===== src/hdl/bpc_pkg.sv =====
// Shared types and constants for the button press classifier.
// No dependencies; imported by every module of the block.
`timescale 1ns / 1ps

package bpc_pkg;

	localparam int TIME_WIDTH_DEF = 32;
	localparam int CFG_WIDTH      = 16;
	localparam int IDX_WIDTH      = 2;
	localparam int TAP_WIDTH      = 8;
	localparam int DATA_IN_WIDTH  = 8;
	localparam int DATA_OUT_WIDTH = 8;

	localparam logic [CFG_WIDTH-1:0] DEBOUNCE_RST   = 16'd50;
	localparam logic [CFG_WIDTH-1:0] DOUBLE_TAP_RST = 16'd300;
	localparam logic [CFG_WIDTH-1:0] LONG_PRESS_RST = 16'd1000;

	localparam logic [TAP_WIDTH-1:0] TAP_MAX = '1;

	typedef enum logic [IDX_WIDTH-1:0] {
		REG_DEBOUNCE   = 2'd0,
		REG_DOUBLE_TAP = 2'd1,
		REG_LONG_PRESS = 2'd2
	} reg_index_t;

	typedef enum logic [1:0] {
		KIND_NONE   = 2'd0,
		KIND_NORMAL = 2'd1,
		KIND_DOUBLE = 2'd2,
		KIND_LONG   = 2'd3
	} press_kind_t;

	typedef struct packed {
		logic [CFG_WIDTH-1:0] debounce_ticks;
		logic [CFG_WIDTH-1:0] double_tap_ticks;
		logic [CFG_WIDTH-1:0] long_press_ticks;
	} bpc_cfg_t;

	typedef struct packed {
		logic pin_level;
		logic clear_request;
	} bpc_sample_t;

	typedef struct packed {
		logic        press_pending;
		press_kind_t press_kind;
		logic        raw_level;
	} bpc_result_t;

endpackage


===== src/hdl/bpc_cfg.sv =====
// Configuration register file for the button press classifier.
// Depends on bpc_pkg.
`timescale 1ns / 1ps

module bpc_cfg
	import bpc_pkg::*;
(
	input  logic                 clk,
	input  logic                 arst_n,
	input  logic                 wr_en,
	input  logic [IDX_WIDTH-1:0] wr_index,
	input  logic [CFG_WIDTH-1:0] wr_data,
	output bpc_cfg_t             cfg
);

	bpc_cfg_t cfg_q;

	always_ff @(posedge clk or negedge arst_n) begin
		if (!arst_n) begin
			cfg_q.debounce_ticks   <= DEBOUNCE_RST;
			cfg_q.double_tap_ticks <= DOUBLE_TAP_RST;
			cfg_q.long_press_ticks <= LONG_PRESS_RST;
		end else if (wr_en) begin
			case (reg_index_t'(wr_index))
				REG_DEBOUNCE:   cfg_q.debounce_ticks   <= wr_data;
				REG_DOUBLE_TAP: cfg_q.double_tap_ticks <= wr_data;
				REG_LONG_PRESS: cfg_q.long_press_ticks <= wr_data;
				default: ;
			endcase
		end
	end

	assign cfg = cfg_q;

endmodule


===== src/hdl/bpc_core.sv =====
// Per-tick state update: debounce, tap series tracking and press classing.
// Depends on bpc_pkg.
`timescale 1ns / 1ps

module bpc_core
	import bpc_pkg::*;
#(
	parameter int TIME_WIDTH = TIME_WIDTH_DEF
) (
	input  logic        clk,
	input  logic        arst_n,
	input  logic        en,
	input  bpc_sample_t sample,
	input  bpc_cfg_t    cfg,
	output bpc_result_t result
);

	logic [TIME_WIDTH-1:0] tick_q, trans_q, down_t_q, up_t_q;
	logic                  down_q, await_q, pend_q;
	logic [TAP_WIDTH-1:0]  tap_q;
	press_kind_t           kind_q;

	logic [TIME_WIDTH-1:0] tick_n, trans_n, down_t_n, up_t_n;
	logic                  down_n, await_n, pend_n;
	logic [TAP_WIDTH-1:0]  tap_n;
	press_kind_t           kind_n;

	logic [TIME_WIDTH-1:0] since_trans, since_up, held;
	logic                  over_db, over_dt, over_long;

	assign tick_n      = tick_q + TIME_WIDTH'(1);
	assign since_trans = tick_n - trans_q;
	assign since_up    = tick_n - up_t_q;
	assign held        = up_t_q - down_t_q;
	assign over_db     = since_trans > TIME_WIDTH'(cfg.debounce_ticks);
	assign over_dt     = since_up > TIME_WIDTH'(cfg.double_tap_ticks);
	assign over_long   = held > TIME_WIDTH'(cfg.long_press_ticks);

	always_comb begin
		trans_n  = trans_q;
		down_t_n = down_t_q;
		up_t_n   = up_t_q;
		down_n   = down_q;
		await_n  = await_q;
		tap_n    = tap_q;
		pend_n   = pend_q;
		kind_n   = kind_q;
		if (sample.clear_request) begin
			pend_n = 1'b0;
			kind_n = KIND_NONE;
		end
		if (!sample.pin_level) begin
			if (!down_q && over_db) begin
				down_t_n = tick_n;
				trans_n  = tick_n;
				down_n   = 1'b1;
				if (over_dt) begin
					tap_n = TAP_WIDTH'(1);
				end else if (tap_q != TAP_MAX) begin
					tap_n = tap_q + TAP_WIDTH'(1);
				end
			end
		end else if (down_q) begin
			if (over_db) begin
				up_t_n  = tick_n;
				trans_n = tick_n;
				down_n  = 1'b0;
				await_n = 1'b1;
			end
		end else if (await_q && over_dt) begin
			await_n = 1'b0;
			pend_n  = 1'b1;
			if (over_long) begin
				kind_n = KIND_LONG;
			end else if (tap_q > TAP_WIDTH'(1)) begin
				kind_n = KIND_DOUBLE;
			end else begin
				kind_n = KIND_NORMAL;
			end
		end
	end

	always_ff @(posedge clk or negedge arst_n) begin
		if (!arst_n) begin
			tick_q   <= '0;
			trans_q  <= '0;
			down_t_q <= '0;
			up_t_q   <= '0;
			down_q   <= 1'b0;
			await_q  <= 1'b0;
			tap_q    <= '0;
			pend_q   <= 1'b0;
			kind_q   <= KIND_NONE;
		end else if (en) begin
			tick_q   <= tick_n;
			trans_q  <= trans_n;
			down_t_q <= down_t_n;
			up_t_q   <= up_t_n;
			down_q   <= down_n;
			await_q  <= await_n;
			tap_q    <= tap_n;
			pend_q   <= pend_n;
			kind_q   <= kind_n;
		end
	end

	always_comb begin
		result.press_pending = pend_n;
		result.press_kind    = kind_n;
		result.raw_level     = sample.pin_level;
	end

endmodule


===== src/hdl/button_press_classifier.sv =====
// Top level of the button press classifier: input register, state update, result register.
// Depends on bpc_pkg, bpc_cfg and bpc_core.
`timescale 1ns / 1ps
//
//  channel  | direction | tdata bits (low to high)
//  s_axis   | in        | pin_level, clear_request, 6 zero bits
//  m_axis   | out       | press_pending, press_kind[1:0], raw_level, 4 zero bits
//  wr_*     | in        | register write, index 0..2, 16-bit data
//
// One request per cycle unless stalled; each result passes input and output registers.
// Reset clears the tick counter, all times, flags and tap count; registers take defaults.
// A stalled result holds in the output register while one more request waits in the
// input register; tready drops only when both are full.

module button_press_classifier
	import bpc_pkg::*;
#(
	parameter int TIME_WIDTH = TIME_WIDTH_DEF
) (
	input  logic                      clk,
	input  logic                      arst_n,
	input  logic                      s_tvalid,
	output logic                      s_tready,
	input  logic [DATA_IN_WIDTH-1:0]  s_tdata,   // pin_level, clear_request
	output logic                      m_tvalid,
	input  logic                      m_tready,
	output logic [DATA_OUT_WIDTH-1:0] m_tdata,   // press_pending, press_kind, raw_level
	input  logic                      wr_en,
	input  logic [IDX_WIDTH-1:0]      wr_index,
	input  logic [CFG_WIDTH-1:0]      wr_data
);

	logic        valid_s1, valid_s2, adv_s1;
	bpc_sample_t sample_s1;
	bpc_result_t res_next, res_s2;
	bpc_cfg_t    cfg;

	assign adv_s1   = valid_s1 && (!valid_s2 || m_tready);
	assign s_tready = !valid_s1 || adv_s1;

	always_ff @(posedge clk or negedge arst_n) begin
		if (!arst_n) begin
			valid_s1 <= 1'b0;
			valid_s2 <= 1'b0;
		end else begin
			if (s_tready) valid_s1 <= s_tvalid;
			if (adv_s1) begin
				valid_s2 <= 1'b1;
			end else if (m_tready) begin
				valid_s2 <= 1'b0;
			end
		end
	end

	always_ff @(posedge clk) begin
		if (s_tready && s_tvalid) begin
			sample_s1.pin_level     <= s_tdata[0];
			sample_s1.clear_request <= s_tdata[1];
		end
		if (adv_s1) res_s2 <= res_next;
	end

	bpc_cfg u_cfg (
		.clk      (clk),
		.arst_n   (arst_n),
		.wr_en    (wr_en),
		.wr_index (wr_index),
		.wr_data  (wr_data),
		.cfg      (cfg)
	);

	bpc_core #(
		.TIME_WIDTH (TIME_WIDTH)
	) u_core (
		.clk    (clk),
		.arst_n (arst_n),
		.en     (adv_s1),
		.sample (sample_s1),
		.cfg    (cfg),
		.result (res_next)
	);

	assign m_tvalid = valid_s2;
	assign m_tdata  = {4'b0000, res_s2.raw_level, res_s2.press_kind, res_s2.press_pending};

endmodule


===== config.mk =====
export PLATFORM = sky130hd
export DESIGN_NAME = button_press_classifier
export DESIGN_NICKNAME = d
export VERILOG_FILES = /design/src/hdl/bpc_pkg.sv /design/src/hdl/bpc_cfg.sv /design/src/hdl/bpc_core.sv /design/src/hdl/button_press_classifier.sv
export SDC_FILE = /design/constraint.sdc
export NUM_CORES = 1
export LEC_CHECK = 0
export BUFFER_PORTS_ARGS = -buffer_cell sky130_fd_sc_hd__buf_2
export CAP_MARGIN = 5
export CORE_ASPECT_RATIO = 1.25
export CORE_UTILIZATION = 40
export CTS_CLUSTER_SIZE = 8
export DETAILED_ROUTE_END_ITERATION = 16
export GPL_ROUTABILITY_DRIVEN = 0
export SYNTH_ARGS = -nofsm -noshare
export SYNTH_HDL_FRONTEND = slang
export SYNTH_SLANG_ARGS = --single-unit
export TNS_END_PERCENT = 20

===== constraint.sdc =====
create_clock -name clk -period 6.87 [get_ports clk]
set_input_delay 1.374 -clock clk [delete_from_list [all_inputs] [get_ports clk]]
set_output_delay 1.374 -clock clk [all_outputs]
set_load 0.005 [all_outputs]

Yosys cells after proc, flatten, opt, wreduce, memory -nomap -nowiden
Cells that the tools add are included.
Widths: inputs -> output; s select.
Cells by class
  multiplexer cells: 25
  $lt $le $gt $ge: 4
  $add $sub $neg: 5
  reduce and logical (&&, ||, !) cells: 23
  eq/ne operators: 6
  bitwise gates (word level): 1
Operators by type and width (number)
  $mux 32: 4
  $gt 32x16->1: 3
  $sub 32x32->32: 3
  $add 32x1->32 const B: 1
  $mux 8: 2
  $reduce_and 4->1: 4
  $mux 1: 13
  $mux 2: 6
  $add 8x1->8 const B: 1
  $gt 8x1->1 const B: 1
  $ne 8x8->1 const B: 1
  $reduce_and 2->1: 4
  $reduce_bool 2->1: 4
  $logic_and 1x1->1: 4
  $ne 2x1->1 const B: 2
  $logic_not 1->1: 3
  $reduce_and 3->1: 1
  $eq 2x1->1 const B: 1
  $eq 2x2->1 const B: 1
  $logic_not 2->1: 1
  $logic_or 1x1->1: 2
  $ne 2x2->1 const B: 1
  $not 1->1: 1
Storage, ports and cells
  output and inout bits: 10
  word-level logic and storage cells: 83
  input bits: 31
  register bits: 197

Longest topological paths before layout
Gate-level depths: netlist (run 1).
  word-level depth: 7
  gate-level depth with buffers: 27
  depth with buffers taken out: 24

By module
Synthesis (run 1) repeated with hierarchy kept, for this count alone.
Unflattened totals
  cell total of the unflattened synthesis: 1784
  area, all modules: 15777.6 um2
Modules (own cells, without submodules)
  bpc_core: cells an instance 1663, area an instance 13628.1 um2, seq. area each 3528.4 um2, instances 1
  bpc_cfg: cells an instance 102, area an instance 1831.8 um2, seq. area each 1217.4 um2, instances 1
  button_press_classifier: cells an instance 19, area an instance 317.8 um2, seq. area each 230.2 um2, instances 1

Least setup slack after synthesis (run 1)
No wires, ideal clock.
  kind: register to register
  from: reg u_core.tick_q[0]
  to: reg res_s2 (netlist bit m_tdata[1]) (data pin)
  data required time: 6.610 ns
  stages on the path, launching flop included: 21
  period minus slack after synthesis: 5.719 ns
  data arrival time: 5.460 ns
  slack: 1.151 ns
  path buffers: 1
  library setup time: 0.260 ns
  path through: dfrtp_1 -> ha_1 -> nand3_1 -> nor3_1 -> and4_1 -> nand3_1 -> or3_1 -> or4_1 -> xnor2_1 -> ha_1 -> clkbuf_1 -> o21a_1 -> a2111oi_0 -> o41ai_1 -> a31oi_1 -> xor2_1 -> o2111ai_1 -> o31a_1 -> or4_4 -> o31ai_4 -> mux2_2
RTL lines
  from (decl): RTL line bpc_core.sv:18  | logic [TIME_WIDTH-1:0] tick_q, trans_q, down_t_q, up_t_q;
  from (signal assigned): RTL line bpc_core.sv:95  | tick_q <= tick_n;
  to (signal assigned): RTL line button_press_classifier.sv:60  | if (adv_s1) res_s2 <= res_next;
  to (decl): RTL line button_press_classifier.sv:35  | bpc_result_t res_next, res_s2;

==> summary.md, run 1 <==
| Metric | Value |
|---|---|
| Status | `complete, no violations` |
| Peak VDD IR | `0.190 mV` |
| Vias | `12694` |
| Starting Density | `40.5%` |
| Switching share of power | `43.7%` |
| Worst hold path type | `reg -> reg` |
| Power share of the combinational group | `57.7%` |
| Crit path max-delay family | `simple AND/OR/NAND/NOR gates` |
| N_diodes | `0` |
| CP Launch Point | `u_core.tick_q[0]` |
| Worst reg2reg startpoint | `u_core.tick_q[0]` |
| Crit path DAT | `6.74 ns` |
| Clk pwr share | `16.6%` |
| Drt drc | `0` |
| #FFs+latches synth | `197` |
| Setup tns final | `0 ns` |
| Most frequent cells in the layout | `dfrtp_1 (178), inv_1 (177), a21oi_1 (174), nand2_1 (173), ha_1 (145)` |
| MaxCap Viol Count | `0` |
| Async set or reset register ratio after synthesis | `97.0%` |
| Flop2flop setup slack | `0.33 ns` |
| Global-route wire length before repair | `63100 um` |
| Int Power | `0.00346 W` |
| Post_cts resized | `0` |
| CP endpoint kind | `flip-flop` |
| Number of synthesized flops with an enable pin | `6` |
| Cell Pwr Density | `371 nW/um^2` |
| CORE AREA | `37300 um^2` |
| Vias per inst | `5.50` |
| Seq/Total Area, Yosys | `32.9%` |
| LEAKAGE | `7.86 nW` |
| Antenna violations before repair | `0` |
| RSZ-0062 raised after global routing | `no` |
| Worst-path fanout max | `6` |
| GRT Total Usage | `20.7%` |
| Hold Slack | `0.493 ns` |
| H-tree Lvls | `4` |
| Avg WL per Cell | `16.7 um` |
| PortBufs | `30` |
| CP required | `7.08 ns` |
| CTS Buf Count | `17` |
| Tcrit/Tclk final | `95.2%` |
| Largest net degree at the start of global routing | `80` |
| Rows | `79` |
| Final Setup Violations | `0` |
| Vias in the first global route | `12356` |
| Max Freq | `153 MHz` |
| Grt total ovfl | `0` |
| HP Start | `u_core.pend_q` |
| Synth Flop Type | `dfrtp_1` |
| Final WL | `38600 um` |
| Clk_skew | `0.0172 ns` |
| Die Ht | `219 um` |
| Total net switching power | `0.00269 W` |
| Total power | `0.00615 W` |
| Syn Std Cell Area | `15100 um^2` |
| Final Max Tran Viols | `0` |
| Total clock sinks | `197` |
| Syn_area_per_cell | `8.42 um^2` |
| Chip Width | `176 um` |
| Longest Clk Path Bufs | `2` |
| Reg2reg end | `m_tdata[2]` |
| Critical-path top delay cell | `or4b_1` |
| TritonCTS clock tree | `done` |
| FF-to-FF path depth | `23` |
| Cts hold-fix bufs | `0` |
| Slowest stage delay, CP | `0.59 ns` |
| Filler cells | `3701` |
| Fin crit period | `6.54 ns` |
| Flop pwr share | `25.7%` |
| Critical path launch point type | `flip-flop` |
| Hold EP | `u_core.pend_q` |
| Synthesis Warnings | `0` |
| Worst-path clk slew | `0.08 ns` |
| CP Cell Sequence | `ha_1 -> nand3_1 -> nor2_2 -> nand2_1 -> xnor2_1 -> buf_4 -> ha_1 -> a21oi_1 -> o21ai_0 -> nand2b_1 -> o21ai_0 -> nand2_1 -> xor2_1 -> ha_1 -> nand4_1 -> or4_1 -> nor2_1 -> o21ai_0 -> a221oi_1 -> o2111ai_1 -> or4b_1 -> o31ai_4 -> mux2_2` |
| Final net count | `1990` |
| Detail Placement HPWL | `30500 um` |
| Final Cell Area | `16500 um^2` |
| Multi-input logic area | `9260 um^2` |
| Number of cells on the worst hold path | `1` |
| Area after DPL | `15900 um^2` |
| Number of routed nets with antenna violations | `0` |
| Total die area | `38500 um^2` |
| DRT Pass-1 Iters | `5` |
| Commonest non-fill, non-tap cell in the layout | `dfrtp_1` |
| Post-synthesis cell type count | `73` |
| Initial DRC Count | `712` |
| Root cell of the clock tree | `clkbuf_16` |
| Worst skew pair latency | `0.45 ns` |
| Number of buffers and inverters on the critical path | `1` |
| Post-CTS setup buffers | `0` |
| Max transition margin | `31.0%` |
| Post-synthesis cell count | `1793` |
| Crit Path Class | `reg -> reg` |
| Final Hold Fails | `0` |
| Area Overhead vs Synth | `9.53%` |
| Worst slew pin tran | `1.01 ns` |
| Register Area | `4980 um^2` |
| I/O pin count | `41` |
| Share of layout cells above drive strength 1 | `9.43%` |
-- cell families (layout without fill, tap and decap cells) --
family          Yosys count  count (layout)  share of synthesized area, %
other cells               1               4                        0.0248
buf+inv                 243             271                          6.18
flops                   197             197                          32.9
mux                      47              47                          3.45
fa+ha+maj               148             148                          12.4
compound gates          503             503                          20.6
xor+xnor                127             127                          7.46
simple gates            527             527                          16.9
-- registers in the layout, indices dropped and copies added (netlist names) --
name and count:
u_cfg.cfg 48, u_core.down_t_q 32, u_core.tick_q 32, u_core.trans_q 32
u_core.up_t_q 32, u_core.tap_q 8, m_tdata 4, sample_s1 2
u_core.kind_q 2, m_tvalid 1, u_core.await_q 1, u_core.down_q 1
u_core.pend_q 1, valid_s1 1
-- synth_stat cells, types with 9 or more instances --
master / n / area [um^2]
a211oi_1: 17 / 128
a21o_1: 44 / 330
a21oi_1: 174 / 871
a31oi_1: 14 / 87.6
and2_1: 9 / 56.3
and3_1: 19 / 119
and4_1: 13 / 114
clkbuf_1: 55 / 206
dfrtp_1: 178 / 4450
dfstp_2: 13 / 342
ha_1: 145 / 1810
inv_1: 177 / 664
mux2_2: 40 / 450
nand2_1: 173 / 649
nand2b_1: 13 / 81.3
nand3_1: 41 / 205
nand4_1: 38 / 238
nor2_1: 124 / 465
nor2b_1: 13 / 81.3
nor3_1: 25 / 125
nor4_1: 9 / 56.3
o2111ai_1: 11 / 96.3
o211ai_1: 13 / 97.6
o21a_1: 21 / 158
o21ai_0: 127 / 636
or2_2: 10 / 62.6
or3_1: 15 / 93.8
xnor2_1: 67 / 587
xor2_1: 59 / 517
-- final cells by class --
| type | count | area share (%) |
|---|---|---|
| Timing Repair Buffer | 61 | 2.67 |
| Sequential cell | 197 | 30.1 |
| Multi-Input combinational cell | 1356 | 56.0 |
| Clock buffer | 22 | 2.81 |
| Inverter | 178 | 4.04 |
| Clock inverter | 10 | 0.741 |
| Tap cell | 486 | 3.68 |
-- per-stage QoR --
stage	worst slack (ns)	utilization, %	std cells
global placement	0.486	42.7	2278
detailed placement	0.400	42.7	2278
CTS	0.363	44.3	2310
floorplan	1.15	-	1796
global route	0.00545	44.4	2310
finish	0.332	44.4	2310
-- power groups by stage --
| stage | Clock [W] | Combinational (W) | Sequential [W] |
|---|---|---|---|
| floorplan | 0 | 0.00272 | 0.00154 |
| global placement | 0 | 0.00343 | 0.00160 |
| detailed placement | 0 | 0.00352 | 0.00160 |
| CTS | 0.00105 | 0.00355 | 0.00158 |
| global route | 0.00109 | 0.00405 | 0.00161 |
| finish | 0.00102 | 0.00355 | 0.00158 |
-- layer usage --
layer  vias to the layer above  wire length [um]  track usage [%]
li1                       6360                 -                -
met1                      6040             16600             24.6
met2                       241             19900             38.0
met3                        53              1100             2.62
met4                         0              1040             6.81
met5                         -                 0                0
-- how the worst max path moves through the flow --
stage | to | slack (ns) | depth (start not counted)
global route | u_core.up_t_q[19] | 0.005 | 24
CTS | m_tdata[1] | 0.36 | 21
floorplan | m_tdata[1] | 1.15 | 20
finish | m_tdata[2] | 0.33 | 23
global placement | m_tdata[1] | 0.49 | 21
detailed placement | m_tdata[1] | 0.40 | 21
Note: power is estimated with default switching activity, not from simulation.
==> run 2: changes to the inputs <==
Settings changed: CORE_MARGIN from default to 2.
Clock period 6.87 ns to 8.5 ns, I/O delays scaled along.
==> run 2 against run 1 <==
Compared with the run above: critical path depth grew 2; clock power shrank 21%; via count is essentially flat; global-route usage shrank 0.68 points; combinational power shrank 20%; sequential cell count is the same; register-to-register slack gained 0.87 ns; sequential power shrank 19%; critical endpoint is now u_core.up_t_q[7]; highest routed layer unchanged.
==> summary.md, run 2 (synthesized netlist as in run 1, its figures left out) <==
| Metric | Value |
|---|---|
| Status | `complete, no violations` |
| CP required | `8.88 ns` |
| Cts hold-fix bufs | `0` |
| Setup tns final | `0 ns` |
| Die Ht | `221 um` |
| Filler cells | `3745` |
| Initial DRC Count | `775` |
| Worst slew pin tran | `0.989 ns` |
| Share of layout cells above drive strength 1 | `9.02%` |
| Most frequent cells in the layout | `dfrtp_1 (178), inv_1 (177), a21oi_1 (174), nand2_1 (173), ha_1 (145)` |
| Fin crit period | `7.30 ns` |
| Total clock sinks | `197` |
| Avg WL per Cell | `16.8 um` |
| Final net count | `1984` |
| Vias | `12704` |
| Multi-input logic area | `9220 um^2` |
| Chip Width | `178 um` |
| Worst-path fanout max | `58` |
| Worst-path clk slew | `0.08 ns` |
| PortBufs | `30` |
| Peak VDD IR | `0.154 mV` |
| Worst hold path type | `reg -> reg` |
| Tcrit/Tclk final | `85.9%` |
| Vias in the first global route | `12426` |
| Vias per inst | `5.51` |
| Rows | `79` |
| Drt drc | `0` |
| Area Overhead vs Synth | `8.57%` |
| DRT Pass-1 Iters | `5` |
| Max FFs per register | `48` |
| Crit path DAT | `7.69 ns` |
| Register Area | `4980 um^2` |
| Hold Slack | `0.499 ns` |
| Commonest non-fill, non-tap cell in the layout | `dfrtp_1` |
| Longest Clk Path Bufs | `2` |
| N_diodes | `0` |
| Post-CTS setup buffers | `0` |
| Critical path launch point type | `flip-flop` |
| Final Setup Violations | `0` |
| MaxCap Viol Count | `0` |
| Grt total ovfl | `0` |
| Worst skew pair latency | `0.46 ns` |
| Post_cts resized | `0` |
| Detail Placement HPWL | `30400 um` |
| Antenna violations before repair | `0` |
| Root cell of the clock tree | `clkbuf_16` |
| TritonCTS clock tree | `done` |
| Placed Instances | `2272` |
| LEAKAGE | `7.79 nW` |
| CORE AREA | `37300 um^2` |
| CP endpoint kind | `flip-flop` |
| Final Hold Fails | `0` |
| I/O pin count | `41` |
| Starting Density | `40.5%` |
| H-tree Lvls | `4` |
| Max transition margin | `32.4%` |
| Cell Pwr Density | `301 nW/um^2` |
| Total die area | `39300 um^2` |
| Final Max Tran Viols | `0` |
| Global-route wire length before repair | `62800 um` |
| Number of routed nets with antenna violations | `0` |
| CTS Buf Count | `17` |
| Clk_skew | `0.0119 ns` |
| Fin cells | `2304` |
| RSZ-0062 raised after global routing | `no` |
| Crit Path Class | `reg -> reg` |
| Max Freq | `137 MHz` |
| Largest net degree at the start of global routing | `88` |
| Final WL | `38700 um` |
| GRT Total Usage | `20.0%` |
run 2: cell count changes in the layout (fill, tap and decap cells not counted), sizes merged:
cell	before	now
buf	60	54
bufinv	2	0
clkbuf	23	19
clkinv	4	5
clkinvlp	2	1
inv	180	186
run 2: area by class of cell:
class                   count  area share [%]
multi-input cells        1356            56.2
clock inverters            14           0.839
well taps                 486            3.71
inverters                 178            4.07
flip-flops and latches    197            30.3
clock buffers              18            2.68
repair buffers             55            2.11
run 2: power by group:
part	switching (W)	leakage, nW	internal [W]
Sequential	0.000129	2.44	0.00115
Combinational	0.00166	5.07	0.00119
Clock	0.000407	0.282	0.000397
run 2: path summary, 6_finish.rpt:
path	from	end	slack (ns)	cells past startpoint
max in group asynchronous	arst_n	u_core.up_t_q[27]	5.98	2
worst max register to register	u_core.tick_q[0]	u_core.up_t_q[7]	1.20	25
min in group asynchronous	arst_n	u_core.trans_q[3]	1.29	1
worst min-delay path	valid_s1	m_tvalid	0.50	1
worst min register to register	valid_s1	m_tvalid	0.50	1
worst max-delay path	u_core.tick_q[0]	u_core.up_t_q[7]	1.20	25
run 2: routing by layer:
layer	track usage, %	vias up	wire length, um
met5	0	-	0
met3	2.42	46	1130
met2	35.9	223	19800
met4	6.80	0	1090
met1	24.3	6082	16600
li1	-	6353	-
run 2: through the flow:
stage               area [um^2]  setup WS, ns  total power [W]  util (%)
global route              16400         0.530          0.00542      44.0
global placement          15800          1.36          0.00406      42.5
floorplan                 15100          2.78          0.00345         -
CTS                       16400          1.17          0.00496      44.0
detailed placement        15800          1.22          0.00413      42.5
finish                    16400          1.20          0.00493      44.0
run 2: worst max-delay path, cell delays in order, from the launching register on:
cell,delay (ns)
dfrtp_1,0.59
ha_1,0.28
nand3_1,0.20
nor2_1,0.29
and4_1,0.27
xor2_1,0.15
buf_4,0.17
ha_1,0.35
a21oi_1,0.16
o21ai_0,0.17
a21oi_1,0.24
nor3b_1,0.51
xnor2_1,0.19
ha_1,0.33
nand4_1,0.12
nor3_1,0.27
nand4_1,0.16
nor3_1,0.24
o21ai_0,0.21
a311o_1,0.35
nor4_1,0.41
nand4_1,0.31
nand4_1,0.43
buf_4,0.55
nor2_1,0.09
a21oi_1,0.14
